==> src/hdl/snetd_ram.sv <==
`timescale 1ns / 1ps
`default_nettype none

module snetd_ram #(
  parameter int WIDTH = 64,
  parameter int DEPTH = 32
) (
  input  wire logic                     clk,
  input  wire logic                     we,
  input  wire logic [$clog2(DEPTH)-1:0] waddr,
  input  wire logic [WIDTH-1:0]         wdata,
  input  wire logic [$clog2(DEPTH)-1:0] raddr,
  output logic      [WIDTH-1:0]         rdata
);

  logic [WIDTH-1:0] mem [0:DEPTH-1];

  // Write one word, read one word with a registered output
  always_ff @(posedge clk) begin
    if (we) begin
      mem[waddr] <= wdata;
    end
    rdata <= mem[raddr];
  end

endmodule

`default_nettype wire

==> config.mk <==
export PLATFORM = sky130hd
export DESIGN_NAME = snetd_ram
export DESIGN_NICKNAME = d
export VERILOG_FILES = /design/src/hdl/snetd_ram.sv
export SDC_FILE = /design/constraint.sdc
export NUM_CORES = 2
export LEC_CHECK = 0
export ABC_AREA = 1
export BUFFER_PORTS_ARGS = -buffer_cell sky130_fd_sc_hd__buf_2
export CORE_ASPECT_RATIO = 0.7
export CORE_MARGIN = 2
export CORE_UTILIZATION = 29
export CTS_CLUSTER_SIZE = 20
export DETAILED_ROUTE_END_ITERATION = 6
export PLACE_DENSITY_LB_ADDON = 0.08
export SLEW_MARGIN = 25
export SYNTH_ARGS = -nofsm -noshare
export SYNTH_HDL_FRONTEND = slang
export SYNTH_SLANG_ARGS = --single-unit
==> constraint.sdc <==
create_clock -name clk -period 3.9 [get_ports clk]
set_input_delay 0.78 -clock clk [delete_from_list [all_inputs] [get_ports clk]]
set_output_delay 0.78 -clock clk [all_outputs]
set_load 0.005 [all_outputs]
Word-level counts from Yosys, hierarchy flattened:

Memory sizes are Yosys's and may differ from the RTL's. A register that Yosys moved wholly into a read port is not among the register bits.
Cells that the tools add are included.

* muxes and demuxes: 2

Operators with widths (number)
* $mux 1: 2

* register bits: 0
* bits in writable memories: 2048
* bits of input ports: 76
* output and inout port bits: 64
* word-level logic and storage cells: 3
* memories kept: 1

Memory list
* mem: depth 32, bits a word 64, read ports 1, clocked after Yosys merged registers in 1, wr ports 1, RTL line 16 `logic [WIDTH-1:0] mem [0:DEPTH-1];`

Longest topological paths before layout:

* depth after elaboration: 2
* gate-level depth with buffers: 12
* mapped depth without buffers: 9

Least setup slack after synthesis:

No wires, ideal clock.

* kind: input to register
* from: input port waddr[0]
* to: memory mem[8][0], enable pin
* arrival time: 3757 ps
* required time: 3414 ps
* setup slack: -344 ps
* cell stages on the path: 3
* path through: inv_1 -> nand3_1 -> nor2_1

RTL lines
* from (decl): RTL line 10 `input wire logic [$clog2(DEPTH)-1:0] waddr,`
* to (decl): RTL line 16

Straight into the memory's write port.

Worst setup path in the final report:

* from: register rdata[28], read port of mem
* to: output port rdata[28]

RTL lines
* from (decl): RTL line 13 `output logic [WIDTH-1:0] rdata`

No word-level cell between the ends.

==> flow_metrics.env <==
export IMPL_status="completed"
export IMPL_dieArea_um2=290500
export IMPL_dr_pass1_iters=7
export IMPL_die_w_um=643.4
export IMPL_wl_per_cell_um=26.18
export IMPL_arrival_ns=1.69
export IMPL_grt_setup_unrepaired="false"
export IMPL_drive_gt1_frac=0.09658
export IMPL_port_buffers=139
export IMPL_period_needed_ns=2.468
export IMPL_critPathBufInv=1
export IMPL_clk_pin_slew_ns=0.06
export IMPL_final_cells=10900
export IMPL_syn_nets=6844
export IMPL_cts_sinks=2112
export IMPL_powerDensity_nw_per_um2=508.7
export IMPL_path_cells="buf_2"
export IMPL_syn_to_final_growth_pct=16.15
export IMPL_nNetsFinal=6976
export IMPL_grt_max_degree=141
export IMPL_grt_pass1_vias=52300
export IMPL_critical_path_slowest_cell="dfxtp_1"
export IMPL_syn_inst=6768
export IMPL_hold_viol_final=0
export IMPL_rows=164
export IMPL_grt_pass1_wl_mm=405.5
export IMPL_finalSetupViolations=0
export IMPL_cap_violations=0
export IMPL_whs_endpoint="rdata[17]"
export IMPL_fillCellCount=28070
export IMPL_yosys_warnings=0
export IMPL_fmax_mhz=405.2
export IMPL_grtUsageTotal=0.1929
export IMPL_clk_path_buf_depth=4
export IMPL_reg2reg_slack_ns=2.60
export IMPL_layout_common_cells="2,376 x nand2_1, 2,048 x edfxtp_1, 1,800 x nand3_1"
export IMPL_cts_root_buf="clkbuf_16"
export IMPL_cts_repair_resized=0
export IMPL_drtIter0Drc=4438
export IMPL_cts_buffers=226
export IMPL_hp_start="raddr[4]"
export IMPL_cts_setup_buffers=0
export IMPL_ios=140
export IMPL_max_slew_margin_rel=0.3573
export IMPL_ir_drop_mv=0.3375
export IMPL_synth_cell_type_count=13
export IMPL_cp_max_fo=1
export IMPL_drc=0
export IMPL_ys_ff_latch=2112
export IMPL_critPathLaunchType="flop"
export IMPL_max_stage_delay_ns=0.61
export IMPL_max_slew_worst_pin_slew_ns=0.9641
export IMPL_start_util=0.2912
export IMPL_gp_congestion=0.7189
export IMPL_wl_mm=285.5
export IMPL_crit_path_end_kind="primary output"
export IMPL_required_ns=3.12
export IMPL_syn_area_um2=82990
export IMPL_fp_dieH_um=451.6
export IMPL_setup_worst_path_class="reg2out"
export IMPL_synth_area_leaders="edfxtp_1 74%, nand3_1 11%, nand2_1 11%, buf_2 1.7%, dfxtp_1 1.5%"
export IMPL_hp_class="in2reg"
export IMPL_yosysTopAreaCell="edfxtp_1"
export IMPL_whs_path_depth=3
export IMPL_skew_ns=0.03609
export IMPL_antenna_found_initial=28
export IMPL_drv_slew=0
export IMPL_h_tree_depth=4
export IMPL_syn_area_per_cell_um2=12.26
export IMPL_post_route_cell_area_um2=96390
export IMPL_period_share=0.6328
export IMPL_tns_ns=0
export IMPL_mostFrequentLayoutCell="nand2_1"
export IMPL_cts_hold_buf=0
export IMPL_whs_ns=0.3176
export IMPL_vias=53090
export IMPL_core_um2=285000
export IMPL_r2r_end="rdata[34]"
export IMPL_place_area_um2=89470
export IMPL_dpl_cell_count=10490
export IMPL_via_per_inst=4.869
export IMPL_fin_util=0.3382
export IMPL_insertion_delay_ns=0.89
export IMPL_leakage_nw=33.75
export IMPL_r2r_cells=6
export IMPL_ant_nets=0
export IMPL_crit_family="flip-flops"
export IMPL_reg2reg_from="mem[23][34]"
export IMPL_hpwlAfterDp_mm=141.8
export IMPL_cts_tree="built"
export IMPL_overflow=0
export IMPL_synth_seq_area_share=0.7565
export IMPL_yosysTopAreaCellShare=0.7410
## cell usage after synthesis
master / instances
inv_4: 1
nor2_1: 32
inv_1: 7
buf_6: 4
inv_2: 2
buf_4: 28
buf_2: 275
buf_1: 49
nand3_1: 1800
nand2_1: 2376
clkbuf_1: 82
dfxtp_1: 64
edfxtp_1: 2048
## registers in the layout, summed over array words and instances (netlist names)
name,flops
rdata,64
mem,2048
## logic make-up after synthesis
logic type / count (synthesis) / share of synthesized area
DFF: 2112 / 0.7565
and+or+nand+nor: 4208 / 0.2175
buffers and inverters: 448 / 0.02607
## per-stage QoR
stage               total power [mW]  worst slack, ns
global placement               28.88            1.033
CTS                            49.73            1.392
finish                         49.03            1.432
floorplan                      27.34          -0.3438
detailed placement             28.88            1.037
global route                   50.85            1.429
## how the worst max path moves through the flow
stage | start | to | slack [ns] | cells after the start
after floorplan | waddr[0] | mem[8][0] | -0.34 | 3
after global placement | raddr[0] | rdata[56] | 1.03 | 12
after detailed placement | raddr[0] | rdata[44] | 1.04 | 10
after CTS | rdata[36] | rdata[36] | 1.39 | 1
after global routing | rdata[28] | rdata[28] | 1.43 | 1
final | rdata[28] | rdata[28] | 1.43 | 1
## layout make-up
type,instances,area (um^2),share of cell area
sequential,2112,62780,0.6513
multi-input combinational,4208,18290,0.1897
antenna,3,7.507,0.00007788
timing repair buffer,342,3542,0.03675
clock buffer,315,6272,0.06507
clock inverter,95,645.6,0.006698
tap,3818,4777,0.04956
inverter,10,81.33,0.0008437
## where the power goes
part           switching [mW]  leakage [nW]  internal [mW]  total (mW)
clock network            9.06          3.40           11.7        20.7
registers               0.140          19.0           25.2        25.4
logic                    2.17          11.4          0.777        2.95
## layer usage
layer / vias to the layer above / part of all wire / global-route usage
li1: 24320 / - / -
met1: 27230 / 0.49 / 0.2867
met2: 1195 / 0.45 / 0.3049
met3: 346 / 0.041 / 0.02415
met4: 4 / 0.016 / 0.03329
met5: - / 0.000088 / 0
(Power assumes the default switching activity.)
